## src/rtl/i2c_master_status_sequencer_macros.svh

```systemverilog
// Assertion macros shared by the status sequencer modules.
`ifndef I2C_MASTER_STATUS_SEQUENCER_MACROS_SVH
`define I2C_MASTER_STATUS_SEQUENCER_MACROS_SVH

// Same-cycle implication, checked on every rising edge outside reset.
`define I2CMS_ASSERT_NOW(label, ante, cons, msg) \
  label: assert property (@(posedge clk) disable iff (!rst_n) (ante) |-> (cons)) \
    else $error(msg);

// Next-cycle implication, checked on every rising edge outside reset.
`define I2CMS_ASSERT_NEXT(label, ante, cons, msg) \
  label: assert property (@(posedge clk) disable iff (!rst_n) (ante) |=> (cons)) \
    else $error(msg);

`endif

```

## src/rtl/i2cms_pkg.sv

```systemverilog
// Shared types and constants of the I2C master status sequencer.
package i2cms_pkg;

  localparam int STORE_DEPTH = 64;
  localparam int ADDR_W      = $clog2(STORE_DEPTH);
  localparam int IDX_W       = $clog2(STORE_DEPTH + 1);
  localparam int CNT_W       = 7;
  localparam int SLOT_W      = 6;
  localparam int BYTE_W      = 8;
  localparam int CFG_IDX_W   = 2;
  localparam int IN_W        = 32;
  localparam int OUT_W       = 40;

  typedef enum logic [1:0] {
    OP_STATUS = 2'd0,
    OP_LOAD   = 2'd1,
    OP_BEGIN  = 2'd2
  } op_t;

  typedef enum logic [CFG_IDX_W-1:0] {
    REG_WRITE_COUNT = 2'd0,
    REG_READ_COUNT  = 2'd1
  } cfg_reg_t;

  typedef enum logic [2:0] {
    PH_IDLE      = 3'd0,
    PH_STARTED   = 3'd1,
    PH_RESTART   = 3'd2,
    PH_DATA_ACK  = 3'd3,
    PH_DONE      = 3'd4,
    PH_ADDR_NACK = 3'd5
  } phase_t;

  // Controller status codes.
  localparam logic [7:0] ST_START      = 8'h08;
  localparam logic [7:0] ST_RESTART    = 8'h10;
  localparam logic [7:0] ST_SLA_W_ACK  = 8'h18;
  localparam logic [7:0] ST_SLA_W_NACK = 8'h20;
  localparam logic [7:0] ST_DATA_ACK   = 8'h28;
  localparam logic [7:0] ST_DATA_NACK  = 8'h30;
  localparam logic [7:0] ST_ARB_LOST   = 8'h38;
  localparam logic [7:0] ST_SLA_R_ACK  = 8'h40;
  localparam logic [7:0] ST_SLA_R_NACK = 8'h48;
  localparam logic [7:0] ST_RX_ACK     = 8'h50;
  localparam logic [7:0] ST_RX_NACK    = 8'h58;

  // Action record of one item before the transmit byte is merged in.
  typedef struct packed {
    logic              load;
    logic              tx_zero;
    logic              set_start;
    logic              set_stop;
    logic              set_ack;
    logic              clear_ack;
    logic              clear_start;
    logic              clear_int;
    phase_t            phase;
    logic              rx_valid;
    logic [SLOT_W-1:0] rx_slot;
    logic [BYTE_W-1:0] rx_byte;
  } action_t;

  typedef struct packed {
    logic              we;
    logic [ADDR_W-1:0] waddr;
    logic [BYTE_W-1:0] wdata;
    logic [ADDR_W-1:0] raddr;
  } mem_req_t;

endpackage

```

## src/rtl/i2cms_tx_store.sv

```systemverilog
// Transmit byte store: one write port and one registered read port.
module i2cms_tx_store (
  input  logic                            clk,
  input  logic                            en,
  input  i2cms_pkg::mem_req_t             req,
  output logic [i2cms_pkg::BYTE_W-1:0]    rdata_r
);

  logic [i2cms_pkg::BYTE_W-1:0] mem [i2cms_pkg::STORE_DEPTH];

  always_ff @(posedge clk) begin
    if (req.we) begin
      mem[req.waddr] <= req.wdata;
    end
  end

  always_ff @(posedge clk) begin
    if (en) begin
      rdata_r <= mem[req.raddr];
    end
  end

endmodule

```

## src/rtl/i2cms_ctrl.sv

```systemverilog
// Status decode, sequencer state and the first pipeline register.
`include "i2c_master_status_sequencer_macros.svh"

module i2cms_ctrl (
  input  logic                              clk,
  input  logic                              rst_n,
  input  logic                              en,
  input  logic                              accept,
  input  logic [1:0]                        in_op,
  input  logic [7:0]                        in_code,
  input  logic [i2cms_pkg::BYTE_W-1:0]      in_rx,
  input  logic [i2cms_pkg::SLOT_W-1:0]      in_slot,
  input  logic [i2cms_pkg::BYTE_W-1:0]      in_byte,
  input  logic                              cfg_we,
  input  logic [i2cms_pkg::CFG_IDX_W-1:0]   cfg_idx,
  input  logic [i2cms_pkg::CNT_W-1:0]       cfg_val,
  output i2cms_pkg::mem_req_t               mem_req,
  output i2cms_pkg::action_t                act_r,
  output logic                              act_v_r
);

  localparam int CMP_W = i2cms_pkg::CNT_W + 2;
  localparam logic [i2cms_pkg::IDX_W-1:0] DEPTH_IDX = i2cms_pkg::IDX_W'(i2cms_pkg::STORE_DEPTH);

  logic [i2cms_pkg::IDX_W-1:0] wi_r, wi_nxt, wi_inc;
  logic [i2cms_pkg::IDX_W-1:0] ri_r, ri_nxt, ri_inc;
  i2cms_pkg::phase_t           phase_r, phase_nxt;
  logic [i2cms_pkg::CNT_W-1:0] wr_cnt_r, rd_cnt_r;
  i2cms_pkg::action_t          act;
  logic                        wi_below_cnt, ri_more, rd_cnt_one, wi_sat, ri_sat;

  assign wi_sat       = (wi_r >= DEPTH_IDX);
  assign ri_sat       = (ri_r >= DEPTH_IDX);
  assign wi_inc       = wi_sat ? DEPTH_IDX : wi_r + 1'b1;
  assign ri_inc       = ri_sat ? DEPTH_IDX : ri_r + 1'b1;
  assign wi_below_cnt = CMP_W'(wi_r) < CMP_W'(wr_cnt_r);
  // Compares the incremented read index plus one against the read count.
  assign ri_more      = (CMP_W'(ri_inc) + CMP_W'(1)) < CMP_W'(rd_cnt_r);
  assign rd_cnt_one   = (rd_cnt_r == i2cms_pkg::CNT_W'(1));

  always_comb begin
    act         = '0;
    act.phase   = phase_r;
    wi_nxt      = wi_r;
    ri_nxt      = ri_r;
    phase_nxt   = phase_r;
    mem_req.we    = 1'b0;
    mem_req.waddr = i2cms_pkg::ADDR_W'(in_slot);
    mem_req.wdata = in_byte;
    mem_req.raddr = wi_r[i2cms_pkg::ADDR_W-1:0];

    case (i2cms_pkg::op_t'(in_op))
      i2cms_pkg::OP_LOAD: begin
        mem_req.we = accept;
      end
      i2cms_pkg::OP_BEGIN: begin
        phase_nxt = i2cms_pkg::PH_IDLE;
        wi_nxt    = '0;
        ri_nxt    = '0;
      end
      i2cms_pkg::OP_STATUS: begin
        case (in_code)
          i2cms_pkg::ST_START: begin
            mem_req.raddr   = '0;
            act.load        = 1'b1;
            act.set_ack     = 1'b1;
            act.clear_int   = 1'b1;
            act.clear_start = 1'b1;
            wi_nxt          = i2cms_pkg::IDX_W'(1);
            ri_nxt          = '0;
            phase_nxt       = i2cms_pkg::PH_STARTED;
          end
          i2cms_pkg::ST_RESTART: begin
            act.load        = 1'b1;
            act.tx_zero     = wi_sat;
            act.set_ack     = 1'b1;
            act.clear_int   = 1'b1;
            act.clear_start = 1'b1;
            ri_nxt          = '0;
            phase_nxt       = i2cms_pkg::PH_RESTART;
          end
          i2cms_pkg::ST_SLA_W_ACK: begin
            act.load      = 1'b1;
            act.tx_zero   = wi_sat;
            act.set_ack   = 1'b1;
            act.clear_int = 1'b1;
            wi_nxt        = wi_inc;
            phase_nxt     = i2cms_pkg::PH_DATA_ACK;
          end
          i2cms_pkg::ST_SLA_W_NACK, i2cms_pkg::ST_DATA_NACK: begin
            act.set_stop  = 1'b1;
            act.set_ack   = 1'b1;
            act.clear_int = 1'b1;
            phase_nxt     = i2cms_pkg::PH_DONE;
          end
          i2cms_pkg::ST_DATA_ACK: begin
            if (wi_below_cnt) begin
              act.load      = 1'b1;
              act.tx_zero   = wi_sat;
              act.set_ack   = 1'b1;
              act.clear_int = 1'b1;
              wi_nxt        = wi_inc;
              phase_nxt     = i2cms_pkg::PH_DATA_ACK;
            end else if (rd_cnt_r != '0) begin
              act.set_start = 1'b1;
              act.clear_int = 1'b1;
            end else begin
              act.set_stop  = 1'b1;
              act.set_ack   = 1'b1;
              act.clear_int = 1'b1;
              phase_nxt     = i2cms_pkg::PH_DONE;
            end
          end
          i2cms_pkg::ST_ARB_LOST: begin
            act.set_start = 1'b1;
            act.set_ack   = 1'b1;
            act.clear_int = 1'b1;
            phase_nxt     = i2cms_pkg::PH_DONE;
          end
          i2cms_pkg::ST_SLA_R_ACK: begin
            act.clear_ack = rd_cnt_one;
            act.set_ack   = !rd_cnt_one;
            act.clear_int = 1'b1;
          end
          i2cms_pkg::ST_SLA_R_NACK: begin
            act.set_stop  = 1'b1;
            act.set_ack   = 1'b1;
            act.clear_int = 1'b1;
            phase_nxt     = i2cms_pkg::PH_ADDR_NACK;
          end
          i2cms_pkg::ST_RX_ACK: begin
            act.rx_valid  = !ri_sat;
            act.rx_slot   = ri_sat ? '0 : i2cms_pkg::SLOT_W'(ri_r);
            act.rx_byte   = ri_sat ? '0 : in_rx;
            act.clear_int = 1'b1;
            ri_nxt        = ri_inc;
            if (ri_more) begin
              act.set_ack = 1'b1;
              phase_nxt   = i2cms_pkg::PH_DATA_ACK;
            end else begin
              act.clear_ack = 1'b1;
              phase_nxt     = i2cms_pkg::PH_DONE;
            end
          end
          i2cms_pkg::ST_RX_NACK: begin
            act.rx_valid  = !ri_sat;
            act.rx_slot   = ri_sat ? '0 : i2cms_pkg::SLOT_W'(ri_r);
            act.rx_byte   = ri_sat ? '0 : in_rx;
            act.set_stop  = 1'b1;
            act.set_ack   = 1'b1;
            act.clear_int = 1'b1;
            phase_nxt     = i2cms_pkg::PH_DONE;
          end
          default: begin
          end
        endcase
      end
      default: begin
      end
    endcase
    act.phase = phase_nxt;
  end

  always_ff @(posedge clk) begin
    if (!rst_n) begin
      wi_r     <= '0;
      ri_r     <= '0;
      phase_r  <= i2cms_pkg::PH_IDLE;
      wr_cnt_r <= '0;
      rd_cnt_r <= '0;
      act_v_r  <= 1'b0;
    end else begin
      if (accept) begin
        wi_r    <= wi_nxt;
        ri_r    <= ri_nxt;
        phase_r <= phase_nxt;
      end
      if (cfg_we && cfg_idx == i2cms_pkg::REG_WRITE_COUNT) begin
        wr_cnt_r <= cfg_val;
      end
      if (cfg_we && cfg_idx == i2cms_pkg::REG_READ_COUNT) begin
        rd_cnt_r <= cfg_val;
      end
      if (en) begin
        act_v_r <= accept;
      end
    end
  end

  always_ff @(posedge clk) begin
    if (en) begin
      act_r <= act;
    end
  end

  `I2CMS_ASSERT_NOW(a_idx_bound, 1'b1, (wi_r <= DEPTH_IDX) && (ri_r <= DEPTH_IDX), "index past store depth")
  `I2CMS_ASSERT_NEXT(a_begin_clear, accept && in_op == i2cms_pkg::OP_BEGIN, phase_r == i2cms_pkg::PH_IDLE && wi_r == '0 && ri_r == '0, "begin did not clear state")
  `I2CMS_ASSERT_NOW(a_ack_excl, act_v_r, !(act_r.set_ack && act_r.clear_ack), "set and clear ack together")

endmodule

```

## src/rtl/i2c_master_status_sequencer.sv

```systemverilog
// I2C master status sequencer: turns controller status codes into action beats, one per
// input beat. Each action beat passes through the action register and then the output
// register; the extra stage is the registered read of the 64-byte transmit store, and the
// sustained rate is one beat per clock while the output side takes beats. Load beats fill the
// store, begin beats reset the phase and both indices, and status beats give the data byte,
// control strobes, new phase and any received byte with its slot. Configuration writes set
// the write and read byte counts and are accepted in any cycle outside reset.
`include "i2c_master_status_sequencer_macros.svh"

module i2c_master_status_sequencer (
  input  logic                              clk,
  input  logic                              rst_n,
  input  logic                              in_tvalid,
  output logic                              in_tready,
  // operation[1:0], status_code[9:2], rx_data[17:10], tx_slot[23:18], tx_byte[31:24]
  input  logic [i2cms_pkg::IN_W-1:0]        in_tdata,
  output logic                              out_tvalid,
  input  logic                              out_tready,
  // load_data[0], data_byte[8:1], set_start[9], set_stop[10], set_ack[11], clear_ack[12],
  // clear_start[13], clear_int[14], phase[17:15], rx_valid[18], rx_slot[24:19],
  // rx_byte[32:25], zero fill[39:33]
  output logic [i2cms_pkg::OUT_W-1:0]       out_tdata,
  input  logic                              cfg_valid,
  output logic                              cfg_ready,
  input  logic [i2cms_pkg::CFG_IDX_W-1:0]   cfg_index,
  input  logic [i2cms_pkg::CNT_W-1:0]       cfg_data
);

  logic                          en, accept, act_v_r, out_valid_r;
  i2cms_pkg::action_t            act_r, out_r;
  i2cms_pkg::mem_req_t           mem_req;
  logic [i2cms_pkg::BYTE_W-1:0]  rdata_r, out_byte_r, byte_nxt;

  // The whole pipeline advances together whenever the output register is free or drained.
  assign en        = !out_valid_r || out_tready;
  assign in_tready = en && rst_n;
  assign accept    = in_tvalid && in_tready;
  assign cfg_ready = rst_n;

  i2cms_ctrl u_ctrl (
    .clk     (clk),
    .rst_n   (rst_n),
    .en      (en),
    .accept  (accept),
    .in_op   (in_tdata[1:0]),
    .in_code (in_tdata[9:2]),
    .in_rx   (in_tdata[17:10]),
    .in_slot (in_tdata[23:18]),
    .in_byte (in_tdata[31:24]),
    .cfg_we  (cfg_valid && cfg_ready),
    .cfg_idx (cfg_index),
    .cfg_val (cfg_data),
    .mem_req (mem_req),
    .act_r   (act_r),
    .act_v_r (act_v_r)
  );

  i2cms_tx_store u_store (
    .clk     (clk),
    .en      (en),
    .req     (mem_req),
    .rdata_r (rdata_r)
  );

  assign byte_nxt = (act_r.load && !act_r.tx_zero) ? rdata_r : '0;

  always_ff @(posedge clk) begin
    if (!rst_n) begin
      out_valid_r <= 1'b0;
    end else if (en) begin
      out_valid_r <= act_v_r;
    end
  end

  always_ff @(posedge clk) begin
    if (en) begin
      out_r      <= act_r;
      out_byte_r <= byte_nxt;
    end
  end

  assign out_tvalid = out_valid_r;
  assign out_tdata  = {7'd0, out_r.rx_byte, out_r.rx_slot, out_r.rx_valid, out_r.phase,
                       out_r.clear_int, out_r.clear_start, out_r.clear_ack, out_r.set_ack,
                       out_r.set_stop, out_r.set_start, out_byte_r, out_r.load};

  `I2CMS_ASSERT_NEXT(a_accept_stage, accept, act_v_r, "accepted beat lost before output stage")
  `I2CMS_ASSERT_NOW(a_rx_no_load, out_valid_r && out_r.rx_valid, !out_r.load,
                    "receive beat also loads data")
  `I2CMS_ASSERT_NEXT(a_out_hold, out_valid_r && !out_tready,
                     out_valid_r && $stable(out_tdata), "waiting action beat changed")

endmodule
```

## config.mk

```make
export PLATFORM = sky130hd
export DESIGN_NAME = i2c_master_status_sequencer
export DESIGN_NICKNAME = d
export VERILOG_FILES = /design/src/rtl/i2cms_pkg.sv /design/src/rtl/i2cms_tx_store.sv /design/src/rtl/i2cms_ctrl.sv /design/src/rtl/i2c_master_status_sequencer.sv
export VERILOG_INCLUDE_DIRS = /design/src /design/src/rtl
export SDC_FILE = /design/constraint.sdc
export NUM_CORES = 1
export LEC_CHECK = 0
export BUFFER_PORTS_ARGS = -buffer_cell sky130_fd_sc_hd__buf_2
export CAP_MARGIN = 10
export CELL_PAD_IN_SITES_DETAIL_PLACEMENT = 0
export CELL_PAD_IN_SITES_GLOBAL_PLACEMENT = 1
export CORE_MARGIN = 10
export CORE_UTILIZATION = 28
export CTS_CLUSTER_DIAMETER = 40
export DETAILED_ROUTE_END_ITERATION = 10
export PLACE_DENSITY = 0.53
export RECOVER_POWER = 50
export SLEW_MARGIN = 20
export SYNTH_ARGS = -nofsm -noshare
export SYNTH_HDL_FRONTEND = slang
export SYNTH_SLANG_ARGS = --single-unit
```

## constraint.sdc

```tcl
create_clock -name clk -period 4.82 [get_ports clk]
set_input_delay 0.482 -clock clk [delete_from_list [all_inputs] [get_ports clk]]
set_output_delay 0.482 -clock clk [all_outputs]
set_load 0.1 [all_outputs]
```

==> results.json <==
{
  "cap_violations": 11,
  "overflow": 0,
  "htree_num_levels": 3,
  "grt_pass1_vias": 15300,
  "routabilityCongestion": 0.861,
  "postCtsSetupRepairBufs": 0,
  "arrival_ps": 4180,
  "relSlewSlack_pct": -158,
  "core_sq_um": 89700,
  "drt-wirelength-per-cell_microns": 23.7,
  "crit_path_cell_trace": "clkbuf_1 -> or2_0 -> nor4_2 -> nor3_1 -> a21oi_1 -> o32ai_1 -> o2bb2ai_1",
  "clk_latency_ps": 660,
  "multi_input_area_sq_um": 6690,
  "fp.dieH_microns": 320,
  "synth_top_area_share_pct": 68.9,
  "yosys-top-cells-area": "edfxtp_1 69%, mux4_2 3.9%, mux2i_1 3.6%",
  "final_core_util_pct": 33.5,
  "fp.dieW_microns": 320,
  "required_ps": 5320,
  "drtIter0Drc": 1388,
  "min_path_type": "in -> reg",
  "cts_tree": "yes",
  "reg2reg_setup_slack_ps": 1330,
  "finalMaxSlewViolations": 526,
  "post-route-period-util_pct": 76.4,
  "whs_endpoint": "u_ctrl.wr_cnt_r[2]",
  "final_nets": 1836,
  "max_stage_delay_ps": 1000,
  "drc": 0,
  "port_buffers": 81,
  "numPlacedInstances": 2853,
  "cp_max_fo": 18,
  "layoutNonFillerInstCount": 3026,
  "ant_nets": 0,
  "routed_wl_microns": 71600,
  "groute.usage.overall_pct": 13.7,
  "setup-violations-final": 0,
  "grt_antenna_before_repair": 2,
  "synth_cell_types": 66,
  "max-vdd-ir-drop_mv": 0.255,
  "clockRootBuffer": "clkbuf_16",
  "clock_path_buffers": 3,
  "async_reset_ff_share_pct": 0,
  "cts.reportedPaths.clkPinSlew_ps": 60,
  "yosysTopAreaCell": "edfxtp_1",
  "ys_seq_area_share_pct": 71.5,
  "nFillCells": 8793,
  "syn_inst": 1663,
  "ys.flop_type": "edfxtp_1",
  "r2r_start": "u_ctrl.ri_r[0]",
  "p_leak_nw": 9.36,
  "first_pass_iters": 5,
  "tightest_slew_ps": 3870,
  "finalSetupTns_ps": 0,
  "die_area_sq_um": 103000,
  "row_count": 110,
  "clock_sinks": 612,
  "cts_hold_buf": 0,
  "start_util_pct": 28.1,
  "fin_skew_ps": 30.4,
  "finalHoldViolations": 0,
  "dp_hpwl_microns": 45600,
  "fin_crit_ps": 3680,
  "yosys_warnings": 0,
  "hold_depth": 3,
  "syn-cell-area_sq_um": 25200,
  "cts_resized": 0,
  "via_count": 14900,
  "r2r_end": "u_ctrl.act_r[17]",
  "status": "complete, but fails checks",
  "crit_type": "in -> reg",
  "ys_ff_latch": 612,
  "r2r_cells": 13,
  "synth_area_per_cell_sq_um": 15.2,
  "num_antenna_cells": 0,
  "max_freq_ghz": 0.271,
  "slowest_stage": "or2_0",
  "power.density_nw_per_um2": 431,
  "viasPerCell": 4.93,
  "rsz0062_at_grt": "false",
  "grt_pass1_wl_microns": 105000,
  "grt_max_degree": 107,
  "hold_path_startpoint": "cfg_data[2]",
  "regArea_sq_um": 18100,
  "synthToLayoutAreaGrowth_pct": 19.0,
  "cts_made_buffers": 94,
  "drive_gt1_share_pct": 17.8,
  "fin_hold_ws_ps": 96.3,
  "ios": 89,
  "cp-start-kind": "input pin",
  "synth-edff-count": 579,
  "cp-end-kind": "register",
  "violations": "capacitance limit, slew limit"
}
[sequential cells by signal, summed over array words and instances (netlist names)]
name and count:
u_store.rdata_r 8, u_store.mem 512, u_ctrl.rd_cnt_r 7, u_ctrl.ri_r 7
u_ctrl.phase_r 3, out_byte_r 8, u_ctrl.act_v_r 1, out_tvalid 1
out_tdata 25, u_ctrl.act_r 26, u_ctrl.wi_r 7, u_ctrl.wr_cnt_r 7
[kinds of logic (layout without fill, tap and decap cells)]
| family | count (synthesis) | after routing | share of synthesized area (%) |
|---|---|---|---|
| XOR/XNOR | 9 | 9 | 0.312 |
| AND/OR/NAND/NOR | 406 | 406 | 7.65 |
| multiplexers | 167 | 167 | 8.96 |
| buffers and inverters | 129 | 310 | 2.17 |
| adder cells (fa/ha/maj) | 17 | 17 | 0.843 |
| other | 1 | 7 | 0.0149 |
| flip-flops | 612 | 612 | 71.5 |
| AO/OA/AOI/OAI | 322 | 322 | 8.55 |
[power breakdown]
group          switching [W]  internal [W]  total (W)
Clock                0.00261       0.00406    0.00667
Sequential         0.0000124       0.00586    0.00587
Combinational       0.000362     0.0000571   0.000419
Total                0.00298       0.00998     0.0130
[synthesized netlist by cell type (21+ instances only)]
library cell and number:
nand2_1 86, edfxtp_1 579, mux2_2 31, nor2_1 148, mux4_2 44, nor2b_1 23
a21oi_1 105, a31oi_1 23, and2_1 32, inv_1 21, dfxtp_1 33, o21ai_0 33
buf_2 21, mux2i_1 92, o211ai_1 33, nand3_1 34, a211oi_1 21, clkbuf_1 62
[routing by layer]
metal | routed length (microns) | GRT usage, %
met4 | 2140 | 4.34
met5 | 0 | 0
met2 | 33400 | 22.0
met3 | 4190 | 3.03
met1 | 31800 | 18.1
[layout make-up]
type,instances,area share [%]
flip-flops and latches,612,60.1
multi-input cells,928,22.3
clock buffers,109,8.09
well taps,1176,4.90
clock inverters,64,2.32
repair buffers,116,2.08
inverters,21,0.267
[worst max-delay path by stage]
stage	from	end	slack (ps)	cells after the start
final	in_tdata[1]	u_store.rdata_r[7]	1140	7
after global routing	in_tdata[1]	u_store.rdata_r[7]	780	7
after CTS	u_ctrl.ri_r[0]	u_ctrl.act_r[17]	1250	13
after detailed placement	in_tdata[5]	u_store.rdata_r[2]	1010	6
after global placement	in_tdata[5]	u_store.rdata_r[5]	980	6
after floorplan	out_tvalid	u_store.mem[62][0]	800	7
[critical path: cells and delay by family]
family          cells  cell delay [ps]
simple gates        3             2230
compound gates      3              830
buf+inv             1              620
[metrics by stage]
stage          cell area [sq um]  total power, W  setup WS, ps
6_report                   30000          0.0130          1140
3_5_place_dp               27000         0.00640          1010
4_1_cts                    30100          0.0131          1250
3_3_place_gp               27000         0.00640           983
2_1_floorplan              25300         0.00622           801
5_1_grt                    30000          0.0134           781
[cell usage in the layout (no fill, tap or decap), types with 16 or more instances in the layout]
cell,synthesis,layout
edfxtp_1,579,579
nor2_1,148,148
a21oi_1,105,105
clkbuf_16,0,95
mux2i_1,92,92
nand2_1,86,86
buf_2,21,62
clkbuf_1,62,45
mux4_2,44,44
nand3_1,34,34
o21ai_0,33,33
o211ai_1,33,33
mux2_2,31,31
dfxtp_1,33,30
a31oi_1,23,23
nor2b_1,23,22
a211oi_1,21,21
buf_4,9,21
inv_1,21,20
ha_1,17,17
and2_0,1,16
and2_1,32,16
o32ai_1,16,16
No activity file was read; power rests on OpenSTA's default activity.
